File: src/cwf_pkg.sv
package cwf_pkg;

   localparam int MAX_WORDS = 8;

   localparam logic [7:0] CRC_INIT = 8'hFF;
   localparam logic [7:0] CRC_POLY = 8'h31;

   localparam int REQ_DATA_W = 32;
   localparam int REQ_USER_W = 2;
   localparam int RSP_DATA_W = 32;

   localparam int QUEUE_DEPTH = 2;
   localparam int QUEUE_PTR_W = (QUEUE_DEPTH > 1) ? $clog2(QUEUE_DEPTH) : 1;
   localparam int QUEUE_CNT_W = $clog2(QUEUE_DEPTH + 1);

   typedef enum logic [1:0] {
      CMD_START_WRITE = 2'd0,
      CMD_WRITE_DATA  = 2'd1,
      CMD_START_READ  = 2'd2,
      CMD_RX_BYTE     = 2'd3
   } command_type;

   typedef enum logic [1:0] {
      STATUS_OK          = 2'd0,
      STATUS_CRC_ERROR   = 2'd1,
      STATUS_COUNT_ERROR = 2'd2
   } status_type;

   typedef enum logic [2:0] {
      JOB_START       = 3'd0,
      JOB_WRITE       = 3'd1,
      JOB_RX_WORD     = 3'd2,
      JOB_RX_ERROR    = 3'd3,
      JOB_COUNT_ERROR = 3'd4
   } job_kind_type;

   // One classified item handed from the front end to the back end
   typedef struct packed {
      job_kind_type kind;
      logic [15:0]  word;
      logic         last;
   } job_type;

   typedef struct packed {
      logic full;
      logic empty;
   } queue_status_type;

   // Result layout on rsp_tdata, lowest field last
   typedef struct packed {
      logic [3:0]  pad;
      status_type  status;
      logic        rx_valid;
      logic [15:0] rx_word;
      logic        tx_valid;
      logic [7:0]  tx_byte;
   } rsp_data_type;

   // Run one byte's worth of CRC-8 shifts, MSB first
   function automatic logic [7:0] crc8_shift_byte(input logic [7:0] value);
      logic [7:0] crc;
      crc = value;
      for (int b = 0; b < 8; b++) begin
         if (crc[7]) begin
            crc = {crc[6:0], 1'b0} ^ CRC_POLY;
         end else begin
            crc = {crc[6:0], 1'b0};
         end
      end
      return crc;
   endfunction

endpackage

File: src/cwf_front.sv
module cwf_front import cwf_pkg::*; (
   input  logic                  clock,
   input  logic                  reset,
   input  logic                  req_tvalid,
   output logic                  req_tready,
   input  logic [REQ_DATA_W-1:0] req_tdata,
   input  logic [REQ_USER_W-1:0] req_tuser,
   input  queue_status_type      queue_status,
   output logic                  push,
   output job_type               push_job
);

   typedef enum logic [2:0] {
      MODE_IDLE  = 3'b001,
      MODE_WRITE = 3'b010,
      MODE_READ  = 3'b100
   } mode_type;

   mode_type    mode_ff, mode_in;
   logic [3:0]  words_left_ff, words_left_in;
   logic [1:0]  byte_pos_ff, byte_pos_in;
   logic [7:0]  high_byte_ff, high_byte_in;
   logic [7:0]  low_byte_ff, low_byte_in;
   logic        failed_ff, failed_in;
   logic [7:0]  crc_ff, crc_in;

   command_type command;
   logic [15:0] word;
   logic [3:0]  count;
   logic [7:0]  rx_byte;
   logic        accept;

   // Unpack the request transfer
   assign command = command_type'(req_tuser);
   assign word    = req_tdata[15:0];
   assign count   = req_tdata[19:16];
   assign rx_byte = req_tdata[27:20];

   assign req_tready = !queue_status.full;
   assign accept     = req_tvalid && req_tready;

   // Classify the item and advance the frame state
   always_comb begin
      mode_in       = mode_ff;
      words_left_in = words_left_ff;
      byte_pos_in   = byte_pos_ff;
      high_byte_in  = high_byte_ff;
      low_byte_in   = low_byte_ff;
      failed_in     = failed_ff;
      crc_in        = crc_ff;
      push          = 1'b0;
      push_job      = '{kind: JOB_START, word: word, last: 1'b0};
      if (accept) begin
         case (command)
            CMD_START_WRITE, CMD_START_READ: begin
               failed_in   = 1'b0;
               byte_pos_in = 2'd0;
               push        = 1'b1;
               if (count > 4'(MAX_WORDS)) begin
                  mode_in       = MODE_IDLE;
                  words_left_in = 4'd0;
                  push_job.kind = JOB_COUNT_ERROR;
                  push_job.last = 1'b1;
               end else begin
                  words_left_in = count;
                  if (count == 4'd0) begin
                     mode_in = MODE_IDLE;
                  end else if (command == CMD_START_WRITE) begin
                     mode_in = MODE_WRITE;
                  end else begin
                     mode_in = MODE_READ;
                  end
                  push_job.last = (count == 4'd0);
               end
            end
            CMD_WRITE_DATA: begin
               if (mode_ff == MODE_WRITE && words_left_ff != 4'd0) begin
                  words_left_in = words_left_ff - 4'd1;
                  if (words_left_ff == 4'd1) begin
                     mode_in = MODE_IDLE;
                  end
                  push          = 1'b1;
                  push_job.kind = JOB_WRITE;
                  push_job.last = (words_left_ff == 4'd1);
               end
            end
            CMD_RX_BYTE: begin
               if (mode_ff == MODE_READ && !failed_ff && words_left_ff != 4'd0) begin
                  case (byte_pos_ff)
                     2'd0: begin
                        high_byte_in = rx_byte;
                        crc_in       = crc8_shift_byte(CRC_INIT ^ rx_byte);
                        byte_pos_in  = 2'd1;
                     end
                     2'd1: begin
                        low_byte_in = rx_byte;
                        crc_in      = crc8_shift_byte(crc_ff ^ rx_byte);
                        byte_pos_in = 2'd2;
                     end
                     default: begin
                        byte_pos_in   = 2'd0;
                        push          = 1'b1;
                        push_job.word = {high_byte_ff, low_byte_ff};
                        if (crc_ff != rx_byte) begin
                           failed_in     = 1'b1;
                           mode_in       = MODE_IDLE;
                           words_left_in = 4'd0;
                           push_job.kind = JOB_RX_ERROR;
                           push_job.last = 1'b1;
                        end else begin
                           words_left_in = words_left_ff - 4'd1;
                           if (words_left_ff == 4'd1) begin
                              mode_in = MODE_IDLE;
                           end
                           push_job.kind = JOB_RX_WORD;
                           push_job.last = (words_left_ff == 4'd1);
                        end
                     end
                  endcase
               end
            end
            default: begin
               push = 1'b0;
            end
         endcase
      end
   end

   always_ff @(posedge clock) begin
      if (reset) begin
         mode_ff       <= MODE_IDLE;
         words_left_ff <= 4'd0;
         byte_pos_ff   <= 2'd0;
         high_byte_ff  <= 8'd0;
         low_byte_ff   <= 8'd0;
         failed_ff     <= 1'b0;
      end else begin
         mode_ff       <= mode_in;
         words_left_ff <= words_left_in;
         byte_pos_ff   <= byte_pos_in;
         high_byte_ff  <= high_byte_in;
         low_byte_ff   <= low_byte_in;
         failed_ff     <= failed_in;
      end
   end

   // Running receive CRC, valid only in the middle of a word
   always_ff @(posedge clock) begin
      crc_ff <= crc_in;
   end

endmodule

File: src/cwf_queue.sv
module cwf_queue import cwf_pkg::*; (
   input  logic             clock,
   input  logic             reset,
   input  logic             push,
   input  job_type          push_job,
   input  logic             pop,
   output job_type          head,
   output queue_status_type queue_status
);

   job_type                slot_ff [QUEUE_DEPTH];
   logic [QUEUE_PTR_W-1:0] wr_ptr_ff, wr_ptr_in;
   logic [QUEUE_PTR_W-1:0] rd_ptr_ff, rd_ptr_in;
   logic [QUEUE_CNT_W-1:0] count_ff, count_in;
   logic                   do_push;
   logic                   do_pop;

   assign queue_status.full  = (count_ff == QUEUE_CNT_W'(QUEUE_DEPTH));
   assign queue_status.empty = (count_ff == '0);
   assign head               = slot_ff[rd_ptr_ff];

   assign do_push = push && !queue_status.full;
   assign do_pop  = pop && !queue_status.empty;

   // Advance pointers with wrap and track occupancy
   always_comb begin
      wr_ptr_in = wr_ptr_ff;
      rd_ptr_in = rd_ptr_ff;
      count_in  = count_ff;
      if (do_push) begin
         wr_ptr_in = (wr_ptr_ff == QUEUE_PTR_W'(QUEUE_DEPTH - 1)) ? '0 : wr_ptr_ff + 1'b1;
      end
      if (do_pop) begin
         rd_ptr_in = (rd_ptr_ff == QUEUE_PTR_W'(QUEUE_DEPTH - 1)) ? '0 : rd_ptr_ff + 1'b1;
      end
      if (do_push && !do_pop) begin
         count_in = count_ff + 1'b1;
      end else if (do_pop && !do_push) begin
         count_in = count_ff - 1'b1;
      end
   end

   always_ff @(posedge clock) begin
      if (reset) begin
         wr_ptr_ff <= '0;
         rd_ptr_ff <= '0;
         count_ff  <= '0;
      end else begin
         wr_ptr_ff <= wr_ptr_in;
         rd_ptr_ff <= rd_ptr_in;
         count_ff  <= count_in;
      end
   end

   // Store pushed jobs
   always_ff @(posedge clock) begin
      if (do_push) begin
         slot_ff[wr_ptr_ff] <= push_job;
      end
   end

endmodule

File: src/cwf_back.sv
module cwf_back import cwf_pkg::*; (
   input  logic                  clock,
   input  logic                  reset,
   input  job_type               head,
   input  queue_status_type      queue_status,
   output logic                  pop,
   output logic                  rsp_tvalid,
   input  logic                  rsp_tready,
   output logic [RSP_DATA_W-1:0] rsp_tdata,
   output logic                  rsp_tlast
);

   logic         busy_ff, busy_in;
   job_type      job_ff, job_in;
   logic [1:0]   idx_ff, idx_in;
   logic [7:0]   crc_ff, crc_in;
   logic         rsp_valid_ff, rsp_valid_in;
   rsp_data_type rsp_data_ff, rsp_data_in;
   logic         rsp_last_ff, rsp_last_in;

   job_type      src_job;
   logic [1:0]   src_idx;
   logic [1:0]   final_idx;
   logic         fire;
   logic         final_step;
   rsp_data_type result;
   logic         result_last;
   logic [7:0]   hi;
   logic [7:0]   lo;

   // Take the job in progress, otherwise the queue head
   assign src_job    = busy_ff ? job_ff : head;
   assign src_idx    = busy_ff ? idx_ff : 2'd0;
   assign hi         = src_job.word[15:8];
   assign lo         = src_job.word[7:0];
   assign fire       = (busy_ff || !queue_status.empty) && (!rsp_valid_ff || rsp_tready);
   assign pop        = fire && !busy_ff;
   assign final_step = (src_idx == final_idx);

   // Number of results a job spreads over, less one
   always_comb begin
      case (src_job.kind)
         JOB_START: final_idx = 2'd1;
         JOB_WRITE: final_idx = 2'd2;
         default:   final_idx = 2'd0;
      endcase
   end

   // Build the result for the current step of the job
   always_comb begin
      result      = '0;
      result_last = 1'b0;
      crc_in      = crc_ff;
      case (src_job.kind)
         JOB_START: begin
            result.tx_valid = 1'b1;
            result.tx_byte  = (src_idx == 2'd0) ? hi : lo;
            result_last     = final_step && src_job.last;
         end
         JOB_WRITE: begin
            result.tx_valid = 1'b1;
            case (src_idx)
               2'd0: begin
                  result.tx_byte = hi;
                  if (fire) begin
                     crc_in = crc8_shift_byte(CRC_INIT ^ hi);
                  end
               end
               2'd1: begin
                  result.tx_byte = lo;
                  // Advance the CRC only when the step is taken
                  if (fire) begin
                     crc_in = crc8_shift_byte(crc_ff ^ lo);
                  end
               end
               default: begin
                  result.tx_byte = crc_ff;
               end
            endcase
            result_last = final_step && src_job.last;
         end
         JOB_RX_WORD: begin
            result.rx_word  = src_job.word;
            result.rx_valid = 1'b1;
            result_last     = src_job.last;
         end
         JOB_RX_ERROR: begin
            result.rx_word = src_job.word;
            result.status  = STATUS_CRC_ERROR;
            result_last    = src_job.last;
         end
         JOB_COUNT_ERROR: begin
            result.status = STATUS_COUNT_ERROR;
            result_last   = src_job.last;
         end
         default: begin
            result_last = 1'b0;
         end
      endcase
   end

   // Step the job and load the output register
   always_comb begin
      busy_in      = busy_ff;
      job_in       = job_ff;
      idx_in       = idx_ff;
      rsp_valid_in = rsp_valid_ff;
      rsp_data_in  = rsp_data_ff;
      rsp_last_in  = rsp_last_ff;
      if (fire) begin
         busy_in      = !final_step;
         job_in       = src_job;
         idx_in       = src_idx + 2'd1;
         rsp_valid_in = 1'b1;
         rsp_data_in  = result;
         rsp_last_in  = result_last;
      end else if (rsp_tready) begin
         rsp_valid_in = 1'b0;
      end
   end

   always_ff @(posedge clock) begin
      if (reset) begin
         busy_ff      <= 1'b0;
         rsp_valid_ff <= 1'b0;
      end else begin
         busy_ff      <= busy_in;
         rsp_valid_ff <= rsp_valid_in;
      end
   end

   always_ff @(posedge clock) begin
      job_ff      <= job_in;
      idx_ff      <= idx_in;
      crc_ff      <= crc_in;
      rsp_data_ff <= rsp_data_in;
      rsp_last_ff <= rsp_last_in;
   end

   assign rsp_tvalid = rsp_valid_ff;
   assign rsp_tdata  = rsp_data_ff;
   assign rsp_tlast  = rsp_last_ff;

endmodule

File: src/crc8_word_frame_codec.sv
// Word framing codec for a sensor bus, CRC-8 (poly 0x31, init 0xFF, MSB first).
// Request channel: one item per transfer; req_tuser holds the command
// (start write, write data word, start read, received byte), req_tdata
// holds the word, the word count and the received byte.
// Response channel: one byte to send, one checked received word or one
// error status per transfer; rsp_tlast marks the final result of a frame.
// Each item's results pass through the job queue and the response output
// register, and wait there while the response side is stalled or busy.
// Throughput: a request is taken every cycle while the two-entry job
// queue has room; results leave at one per cycle while rsp_tready is
// high, so a write data word yields three results, a start two and a
// received word or error one. The response output register sets that rate.
// Reset clears the frame state, the job queue and the output register;
// no frame is open afterward.
// When the receiver holds rsp_tready low, the current result stays put,
// the queue fills, and req_tready drops once it is full.
module crc8_word_frame_codec import cwf_pkg::*; (
   input  logic                  clock,
   input  logic                  reset,
   input  logic                  req_tvalid,
   output logic                  req_tready,
   input  logic [REQ_DATA_W-1:0] req_tdata,  // word[15:0], count[19:16], rx_byte[27:20], zero
   input  logic [REQ_USER_W-1:0] req_tuser,  // command[1:0]
   output logic                  rsp_tvalid,
   input  logic                  rsp_tready,
   output logic [RSP_DATA_W-1:0] rsp_tdata,  // tx_byte[7:0], tx_valid[8], rx_word[24:9],
                                             // rx_valid[25], status[27:26], zero
   output logic                  rsp_tlast
);

   queue_status_type queue_status;
   logic             push;
   job_type          push_job;
   logic             pop;
   job_type          head;

   cwf_front u_front (
      .clock        (clock),
      .reset        (reset),
      .req_tvalid   (req_tvalid),
      .req_tready   (req_tready),
      .req_tdata    (req_tdata),
      .req_tuser    (req_tuser),
      .queue_status (queue_status),
      .push         (push),
      .push_job     (push_job)
   );

   cwf_queue u_queue (
      .clock        (clock),
      .reset        (reset),
      .push         (push),
      .push_job     (push_job),
      .pop          (pop),
      .head         (head),
      .queue_status (queue_status)
   );

   cwf_back u_back (
      .clock        (clock),
      .reset        (reset),
      .head         (head),
      .queue_status (queue_status),
      .pop          (pop),
      .rsp_tvalid   (rsp_tvalid),
      .rsp_tready   (rsp_tready),
      .rsp_tdata    (rsp_tdata),
      .rsp_tlast    (rsp_tlast)
   );

endmodule

File: config.mk
export PLATFORM = sky130hd
export DESIGN_NAME = crc8_word_frame_codec
export DESIGN_NICKNAME = d
export VERILOG_FILES = /design/src/cwf_pkg.sv /design/src/cwf_front.sv /design/src/cwf_queue.sv /design/src/cwf_back.sv /design/src/crc8_word_frame_codec.sv
export SDC_FILE = /design/constraint.sdc
export NUM_CORES = 1
export LEC_CHECK = 0
export ABC_AREA = 1
export BUFFER_PORTS_ARGS = -buffer_cell sky130_fd_sc_hd__buf_4
export CAP_MARGIN = 40
export CORE_ASPECT_RATIO = 1.4
export CORE_MARGIN = 10
export CORE_UTILIZATION = 40
export DETAILED_ROUTE_END_ITERATION = 8
export GPL_ROUTABILITY_DRIVEN = 0
export MAX_ROUTING_LAYER = met4
export SYNTH_ARGS = -nofsm -noshare
export SYNTH_HDL_FRONTEND = slang
export SYNTH_HIERARCHICAL = 1
export SYNTH_SLANG_ARGS = --single-unit
File: constraint.sdc
create_clock -name clock -period 2.9 [get_ports clock]
set_clock_uncertainty 0.15 [all_clocks]
set_input_delay 0.435 -clock clock [delete_from_list [all_inputs] [get_ports clock]]
set_output_delay 0.435 -clock clock [all_outputs]
set_load 0.05 [all_outputs]
==> results by group, run 1 <==
Clocking
  • Clk buf depth: 2
  • CTS Sinks: 140
  • Clock root buffer: clkbuf_16
  • TritonCTS clock tree: built
  • Post-CTS Setup Inserts: 0
  • Clock latency on the worst-skew pair: 420 ps
  • CTS H-tree lvls: 4
  • CTS buffer count: 17
  • Clk slew on worst S/H paths: 60 ps

Worst setup path
  • Kind of cell adding the most delay to the critical path: flip-flops
  • Slowest-stage cell, CP: dfxtp_1
  • CP startpoint kind: flip-flop
  • Endpoint class of the critical path: flip-flop
  • Max FO, Critical Path: 6
  • WS Path Type: reg -> reg
  • Crit-path cells: mux2_2 -> o21ai_2 -> nand4_1 -> inv_2 -> ha_1 -> a21boi_0 -> buf_4
  • WP data arrival: 2570 ps
  • CP peak stage delay: 470 ps
  • WP buf/inv: 2
  • Critical Path RT: 2880 ps

Detailed routing
  • Pre-antenna DRT Iters: 5
  • Post-route antenna net violation count: 0
  • Metal3 WL: 715 um
  • Initial DRC Count: 332
  • Met2 WL: 9.378 mm
  • Top sig layer: met4
  • DR WL/cell: 14.34 um
  • Final WL: 17.46 mm
  • WL met1: 7.033 mm
  • Vias after detailed routing: 5,815
  • DR DRC count: 0
  • Avg Vias per Cell: 4.778

Place
  • Inst Count DP: 1,185
  • DP Worst Slack: 249.3 ps
  • Placed cell area: 8493 sq um
  • DP HPWL: 13.55 mm
  • IO Port Bufs: 64

Logic synthesis
  • Synthesized instance count: 876
  • Post-synthesis sequential area ratio: 50.11%
  • Main synth FF type: edfxtp_1
  • Synth area leader: edfxtp_1
  • Library cells used by synthesis: 47
  • Asr flop ratio synth: 0%
  • Post-synth EDFFs: 107
  • Top cell type's share of synthesized area: 41.57%
  • FF+latch count, synth: 140
  • Top cells by area, synth: edfxtp_1, nand2_1, dfxtp_1, inv_1, o21ai_0
  • Mapped cell area: 7730 sq um
  • YS warnings: 6
  • Syn Area/Cell: 8.824 sq um

Timing
  • Final period utilization: 89.32%
  • Worst hold slack: 90.57 ps
  • Slew Viols, Final: 0
  • Pin slew with the least headroom to its limit: 722.0 ps
  • Fin. Hold Viols: 0
  • Setup violators final: 0
  • Final worst setup slack: 309.9 ps
  • Unrepaired setup endpoints after global routing: no
  • Post-route minimum period: 2590 ps
  • Rel. slew slack: 51.82%
  • Fmax: 0.3861 GHz

Final layout
  • Antenna Cells: 0
  • Fin util: 47.64%
  • Commonest non-fill, non-tap cells in the layout: nand2_1, edfxtp_1, inv_1, buf_4, nor2_1
  • Area grow syn2layout: 17.98%
  • Nets: 1,000
  • Fin cells: 1,217
  • Share of layout cells above drive strength 1: 22.50%
  • Most common cell after layout, fill and taps aside: nand2_1
  • Fin area: 9120 sq um

Global route
  • Vias in the first global route: 5,838
  • Gr ovfl total: 0
  • Antenna violations before repair: 0
  • Gr usage total: 14.81%
  • Pin count of the biggest net entering global routing: 53
  • Global-route wire length before repair: 28.53 mm

Floorplanning
  • FP Rows: 60
  • Initial Util: 40.38%
  • Chip width: 137.5 um
  • Core Box Area: 19,140 sq um
  • Total die area: 25,360 sq um
  • Io pins: 73
  • Die height: 184.5 um

Power and ir drop
  • Gate power share: 42.8%
  • Clk pwr share: 24.3%
  • Net Sw Power: 3.738 mW
  • Leak: 4.052 nW
  • Sequential Power Share: 32.9%
  • Sw frac: 39.68%
  • Power Dens Cells: 1033 nW/um^2
  • P_int: 5.684 mW
  • Maximum VDD drop: 421.1 uV

Worst hold path
  • Hold Path Class: in -> reg

Job
  • Maxcap violations: 0

Run status
  • Status: complete, no violations
[cell families (layout without fill, tap and decap cells)]
| family | count (synthesis) | count (layout) | synth area share (%) |
|---|---|---|---|
| buffers and inverters | 140 | 230 | 8.449 |
| DFF | 140 | 140 | 50.11 |
| other | 1 | 4 | 0.04851 |
| xor gates and xnor gates | 37 | 37 | 4.921 |
| and+or+nand+nor | 416 | 416 | 23.54 |
| adders and majority gates | 6 | 6 | 0.9712 |
| AOI/OAI and AO/OA | 116 | 116 | 9.048 |
| muxes | 20 | 20 | 2.914 |
[per-layer routing]
metal  global-route usage (%)  vias to the layer above
met3                    3.542                       24
met5                        -                        -
li1                         -                     3008
met2                    25.81                      131
met4                    5.875                        0
met1                    15.68                     2652
[power by group through the flow]
stage	clock network, mW	logic, mW	registers, mW
floorplan	0	2.17	3.88
global placement	0	4.01	3.13
detailed placement	0	4.04	3.15
CTS	2.34	4.06	3.11
global route	2.43	4.40	3.16
finish	2.29	4.03	3.10
[synth_stat cells (14+ instances only)]
| master | count |
|---|---|
| a21oi_1 | 33 |
| nor2_1 | 64 |
| edfxtp_1 | 107 |
| nand3_1 | 47 |
| inv_1 | 90 |
| inv_2 | 18 |
| nand2_1 | 254 |
| nand2_2 | 18 |
| xor2_1 | 17 |
| xnor2_1 | 14 |
| mux2_2 | 20 |
| dfxtp_1 | 33 |
| o21ai_0 | 50 |
[cell type report]
class,instances,area (sq um)
inverter,113,442.9
tap,248,310.3
sequential,140,3875
fill,1858,10020
timing repair buffer,85,650.6
multi-input combinational,599,3214
clock buffer,21,460.4
clock inverter,11,166.4
[worst paths after layout]
path                              startpoint                              end  slack [ps]  cells after the start
max                                flip-flop       u_back/crc_ff[3]$_DFFE_PP_         310                      7
min                                    reset      u_back/busy_ff$_SDFFE_PP0P_          90                      2
max reg2reg                        flip-flop       u_back/crc_ff[3]$_DFFE_PP_         310                      7
min reg2reg  u_front/mode_ff[2]$_SDFFE_PP0P_  u_front/mode_ff[2]$_SDFFE_PP0P_         320                      2
[registers in the layout (all words and copies together), names as in the netlist, named ones only]
name / flops
u_back/busy_ff: 1
u_back/crc_ff: 8
u_back/idx_ff: 2
u_back/job_ff: 20
u_back/rsp_tdata: 28
u_back/rsp_tlast: 1
u_back/rsp_tvalid: 1
u_front/byte_pos_ff: 2
u_front/crc_ff: 8
u_front/failed_ff: 1
u_front/high_byte_ff: 8
u_front/low_byte_ff: 8
u_front/mode_ff: 3
u_front/words_left_ff: 4
u_queue/count_ff: 2
u_queue/rd_ptr_ff: 1
u_queue/slot_ff: 40
u_queue/wr_ptr_ff: 1
[metrics by stage]
step           setup TNS [ps]  total power [mW]
2_1_floorplan           -5497             6.050
3_3_place_gp                0             7.145
3_5_place_dp                0             7.189
4_1_cts                     0             9.512
5_1_grt                     0             9.991
6_report                    0             9.422
[repair_timing]
action                                  4_1_cts  5_1_grt
hold endpoints to repair                      0        0
hold buffers                                  0        0
gates resized for setup                       0        1
endpoints found under the setup margin        0        5
No activity file was read; power rests on OpenSTA's default activity.
==> inputs of run 2 (changes only) <==
--- a/config.mk
+++ b/config.mk
@@ -14,6 +14,7 @@
 export DETAILED_ROUTE_END_ITERATION = 8
 export GPL_ROUTABILITY_DRIVEN = 0
 export MAX_ROUTING_LAYER = met4
+export RECOVER_POWER = 25
 export SYNTH_ARGS = -nofsm -noshare
 export SYNTH_HDL_FRONTEND = slang
 export SYNTH_HIERARCHICAL = 1
==> run 2 against run 1 <==
Combinational power down 5.2%. Critical path depth up 4. Die area unchanged. Sequential power hardly changed. Global-route usage stayed put. Register-to-register slack worse by 60 ps. Clock-buffer cell count unchanged. Power down 2.2%. Wire length up 0.43%. Final cell count stayed put. Clock power is essentially flat. Largest cell class unchanged.
==> results by group, run 2 (synthesis results as in run 1) <==
Global route
  • Global-route wire length before repair: 28.53 mm
  • Vias in the first global route: 5,838
  • Gr ovfl total: 0
  • Gr usage total: 14.81%
  • Pin count of the biggest net entering global routing: 53
  • Antenna violations before repair: 0

Detailed routing
  • Avg Vias per Cell: 4.769
  • WL met1: 7.185 mm
  • Final WL: 17.53 mm
  • Metal3 WL: 655 um
  • DR DRC count: 0
  • Initial DRC Count: 368
  • Top sig layer: met4
  • Met2 WL: 9.362 mm
  • Pre-antenna DRT Iters: 5
  • Vias after detailed routing: 5,804
  • Post-route antenna net violation count: 0
  • DR WL/cell: 14.40 um

Timing
  • Fmax: 0.3774 GHz
  • Post-route minimum period: 2649 ps
  • Setup violators final: 0
  • Final period utilization: 91.36%
  • Rel. slew slack: 20.10%
  • Slew Viols, Final: 0
  • Final worst setup slack: 250.5 ps
  • Pin slew with the least headroom to its limit: 1194 ps
  • Unrepaired setup endpoints after global routing: no
  • Worst hold slack: 93.10 ps
  • Fin. Hold Viols: 0

Job
  • Maxcap violations: 0

Clocking
  • CTS H-tree lvls: 4
  • CTS Sinks: 140
  • Clock latency on the worst-skew pair: 420 ps
  • Clk slew on worst S/H paths: 60 ps
  • Clock root buffer: clkbuf_16
  • Clk buf depth: 2
  • TritonCTS clock tree: built
  • Hold_buf cts: 0
  • CTS buffer count: 17

Final layout
  • Nets: 1,000
  • Area grow syn2layout: 15.94%
  • Most common cell after layout, fill and taps aside: nand2_1
  • Reg with most FFs: u_queue/slot_ff
  • Commonest non-fill, non-tap cells in the layout: nand2_1, edfxtp_1, inv_1, nor2_1, o21ai_0
  • Share of layout cells above drive strength 1: 18.16%
  • Max reg flops: 40
  • Antenna Cells: 0

Power and ir drop
  • Maximum VDD drop: 420.9 uV
  • Power Dens Cells: 1028 nW/um^2
  • Leak: 3.903 nW

Worst setup path
  • Endpoint class of the critical path: flip-flop
  • Max FO, Critical Path: 15
  • WS Path Type: reg -> reg
  • Critical Path RT: 3100 ps
  • CP startpoint kind: flip-flop
  • WP data arrival: 2850 ps

Worst hold path
  • Hold Path Class: in -> reg

Place
  • DP Worst Slack: 249.3 ps
  • DP HPWL: 13.55 mm
  • IO Port Bufs: 64

Floorplanning
  • FP Rows: 60
  • Core Box Area: 19,140 sq um
  • Total die area: 25,360 sq um
  • Die height: 184.5 um
  • Io pins: 73
  • Initial Util: 40.38%
  • Chip width: 137.5 um

Run status
  • Status: complete, no violations
run 2: cell count changes in the layout (fill, tap and decap cells not counted), sizes merged:
cell	previous run	this run
buf	85	54
clkbuf	21	52
run 2: power breakdown:
group          switching (mW)  total [mW]  internal, mW
registers               0.187        3.10          2.91
clock network           0.810        2.29          1.48
logic                    2.73        3.82          1.09
run 2: stage by stage:
step | cell area, sq um | total power, mW | setup TNS (ps) | cells | utilization (%)
after floorplan | 7745 | 6.050 | -5497 | 879 | -
after global placement | 8493 | 7.145 | 0 | 1185 | 44.37
after detailed placement | 8493 | 7.189 | 0 | 1185 | 44.37
after CTS | 9120 | 9.512 | 0 | 1217 | 47.64
after global routing | 8962 | 9.796 | 0 | 1217 | 46.82
final | 8962 | 9.211 | 0 | 1217 | 46.82
run 2: path summary, 6_finish.rpt:
check / start / to / slack, ps / cells after the start
hold reg to reg: u_front/mode_ff[2]$_SDFFE_PP0P_ / u_front/mode_ff[2]$_SDFFE_PP0P_ / 320 / 2
setup / recovery: u_front/words_left_ff[0]$_SDFFE_PP0P_ / u_front/high_byte_ff[4]$_SDFFE_PP0P_ / 250 / 11
setup reg to reg: u_front/words_left_ff[0]$_SDFFE_PP0P_ / u_front/high_byte_ff[4]$_SDFFE_PP0P_ / 250 / 11
hold / removal: reset / u_back/rsp_tvalid$_SDFFE_PP0P_ / 90 / 2
run 2: worst max-delay path: stages (launching register included):
cell and delay (ps):
dfxtp_1 340, inv_1 90, ha_1 230, nand2_1 110
nand3_2 90, inv_2 100, nand2_4 40, nor2_1 890
nand2_4 130, clkinv_4 170, o21ai_0 90, a21oi_1 150
run 2: area by class of cell:
class | count | area (sq um)
Timing Repair Buffer | 85 | 534.3
Tap cell | 248 | 310.3
Multi-Input combinational cell | 599 | 3174
Sequential cell | 140 | 3874
Fill cell | 1886 | 10180
Clock inverter | 11 | 166.4
Inverter | 113 | 442.9
Clock buffer | 21 | 460.4
run 2: what timing repair did:
item,4_1_cts,5_1_grt
gates resized for setup,0,1
buffers inserted,0,0
setup endpoints to repair,0,5
run 2: routing by layer:
metal	vias to the layer above	global-route usage [%]
li1	3007	-
met3	24	3.542
met4	0	5.875
met5	-	-
met2	128	25.81
met1	2645	15.68
==> inputs of run 3 (changes only) <==
--- a/config.mk
+++ b/config.mk
@@ -9,7 +9,7 @@
 export BUFFER_PORTS_ARGS = -buffer_cell sky130_fd_sc_hd__buf_4
 export CAP_MARGIN = 40
 export CORE_ASPECT_RATIO = 1.4
-export CORE_MARGIN = 10
+export CORE_MARGIN = 5
 export CORE_UTILIZATION = 40
 export DETAILED_ROUTE_END_ITERATION = 8
 export GPL_ROUTABILITY_DRIVEN = 0
==> run 3 against run 2 <==
Worst setup slack better by 41 ps. Die area decreased by 12%. Global-route usage up 1.2 points. Clock power is 8% lower. Via count up 0.43%. Sequential power is essentially flat. Non-clock buffer count is 2 lower. Worst hold slack better by 4.6 ps. Critical path depth shrank 5. Critical endpoint is now u_back/crc_ff[7]$_DFFE_PP_. Largest cell class unchanged.
==> results by group, run 3 (synthesis results as in run 1) <==
Timing
  • Fmax: 0.3833 GHz
  • Setup violators final: 0
  • Slew Viols, Final: 0
  • Final TNS setup: 0 ps
  • Rel. slew slack: 30.14%
  • Unrepaired setup endpoints after global routing: no
  • Post-route minimum period: 2609 ps
  • Final period utilization: 89.96%
  • Pin slew with the least headroom to its limit: 1037 ps
  • Fin. Hold Viols: 0
  • Final worst setup slack: 291.1 ps

Final layout
  • Most common cell after layout, fill and taps aside: nand2_1
  • Fill count: 1,871
  • Area grow syn2layout: 14.88%
  • Fin util: 46.39%
  • Share of layout cells above drive strength 1: 17.58%
  • Reg with most FFs: u_queue/slot_ff
  • Max reg flops: 40
  • Footprint of the multi-input gates: 3156 sq um
  • Antenna Cells: 0
  • Fin area: 8880 sq um
  • Commonest non-fill, non-tap cells in the layout: nand2_1, edfxtp_1, inv_1, nor2_1, o21ai_0
  • Sequential cell area: 3874 sq um
  • Nets: 998

Clocking
  • CTS buffer count: 17
  • Clock latency on the worst-skew pair: 420 ps
  • Hold_buf cts: 0
  • CTS H-tree lvls: 4
  • Clk buf depth: 2
  • # resized after CTS: 0
  • Clock root buffer: clkbuf_16
  • CTS Sinks: 140
  • TritonCTS clock tree: built
  • Post-CTS Setup Inserts: 0
  • Clk slew on worst S/H paths: 60 ps

Global route
  • Global-route wire length before repair: 27.11 mm
  • Gr ovfl total: 0
  • Gr usage total: 16.05%
  • Vias in the first global route: 5,579
  • Pin count of the biggest net entering global routing: 53
  • Antenna violations before repair: 0

Worst setup path
  • Max FO, Critical Path: 20
  • Critical Path RT: 2920 ps
  • End of the critical path: u_back/crc_ff[7]$_DFFE_PP_
  • Worst R2R Setup Slack: 290 ps
  • R2R cell count: 6
  • CP startpoint kind: flip-flop
  • Endpoint class of the critical path: flip-flop
  • Reg-to-Reg End: u_back/crc_ff[7]$_DFFE_PP_
  • WS Path Type: reg -> reg
  • WP data arrival: 2630 ps

Detailed routing
  • Initial DRC Count: 371
  • Final WL: 16.81 mm
  • DR WL/cell: 13.83 um
  • Vias after detailed routing: 5,829
  • Post-route antenna net violation count: 0
  • DR DRC count: 0
  • Avg Vias per Cell: 4.798
  • Pre-antenna DRT Iters: 5

Floorplanning
  • Initial Util: 40.38%
  • FP Rows: 60
  • Core Box Area: 19,140 sq um
  • Die height: 174.5 um
  • Chip width: 127.5 um
  • Io pins: 73
  • Total die area: 22,240 sq um

Place
  • DP HPWL: 12.87 mm
  • IO Port Bufs: 64
  • DP Worst Slack: 446.3 ps
  • Placed cell area: 8478 sq um

Power and ir drop
  • Leak: 3.883 nW
  • Power Dens Cells: 1010 nW/um^2
  • Maximum VDD drop: 435.3 uV

Job
  • Maxcap violations: 0

Run status
  • Status: complete, no violations

Worst hold path
  • Hold Path Class: in -> reg
==> run 3: worst min-delay path by stage <==
stage | startpoint | end | slack [ps] | cells after the start
6_report | reset | u_front/mode_ff[2]$_SDFFE_PP0P_ | 100 | 2
5_1_grt | reset | u_back/rsp_tvalid$_SDFFE_PP0P_ | 80 | 2
4_1_cts | reset | u_front/mode_ff[2]$_SDFFE_PP0P_ | 90 | 2
3_5_place_dp | u_front/failed_ff$_SDFFE_PP0P_ | u_front/failed_ff$_SDFFE_PP0P_ | 310 | 2
3_3_place_gp | u_front/failed_ff$_SDFFE_PP0P_ | u_front/failed_ff$_SDFFE_PP0P_ | 310 | 2
2_1_floorplan | u_front/failed_ff$_SDFFE_PP0P_ | u_front/failed_ff$_SDFFE_PP0P_ | 280 | 2
==> run 3: routing by layer <==
| metal | vias to the layer above | GRT usage (%) | wire [um] |
|---|---|---|---|
| met1 | 2664 | 16.98 | 6628 |
| met4 | 0 | 6.798 | 597 |
| met2 | 126 | 28.58 | 8880 |
| li1 | 3000 | - | - |
| met3 | 39 | 3.412 | 702 |
| met5 | - | - | 0 |
==> run 3: cell type report <==
type	instances	share of cell area, %
Clock buffer	18	4.833
Timing Repair Buffer	83	5.890
Sequential cell	140	43.62
Inverter	113	4.988
Clock inverter	14	1.634
Tap cell	248	3.494
Multi-Input combinational cell	599	35.54
==> run 3: power breakdown <==
group | internal [mW] | switching (mW)
registers | 2.91 | 0.171
clock network | 1.26 | 0.845
logic | 1.07 | 2.71
total | 5.25 | 3.72
==> run 3: critical path, cell delays in order (launching register included) <==
cell and delay [ps]:
dfxtp_1 350, buf_12 170, mux2_2 350, o21ai_0 800
xor2_2 220, o21ai_0 240, nand2_1 70
==> run 3: per-stage QoR <==
step | instances | hold slack [ps] | power, mW
3_3_place_gp | 1183 | 305.6 | 7.116
5_1_grt | 1215 | 84.06 | 9.550
3_5_place_dp | 1183 | 309.7 | 7.155
6_report | 1215 | 97.74 | 8.971
2_1_floorplan | 879 | 283.5 | 6.050
4_1_cts | 1215 | 85.80 | 9.295
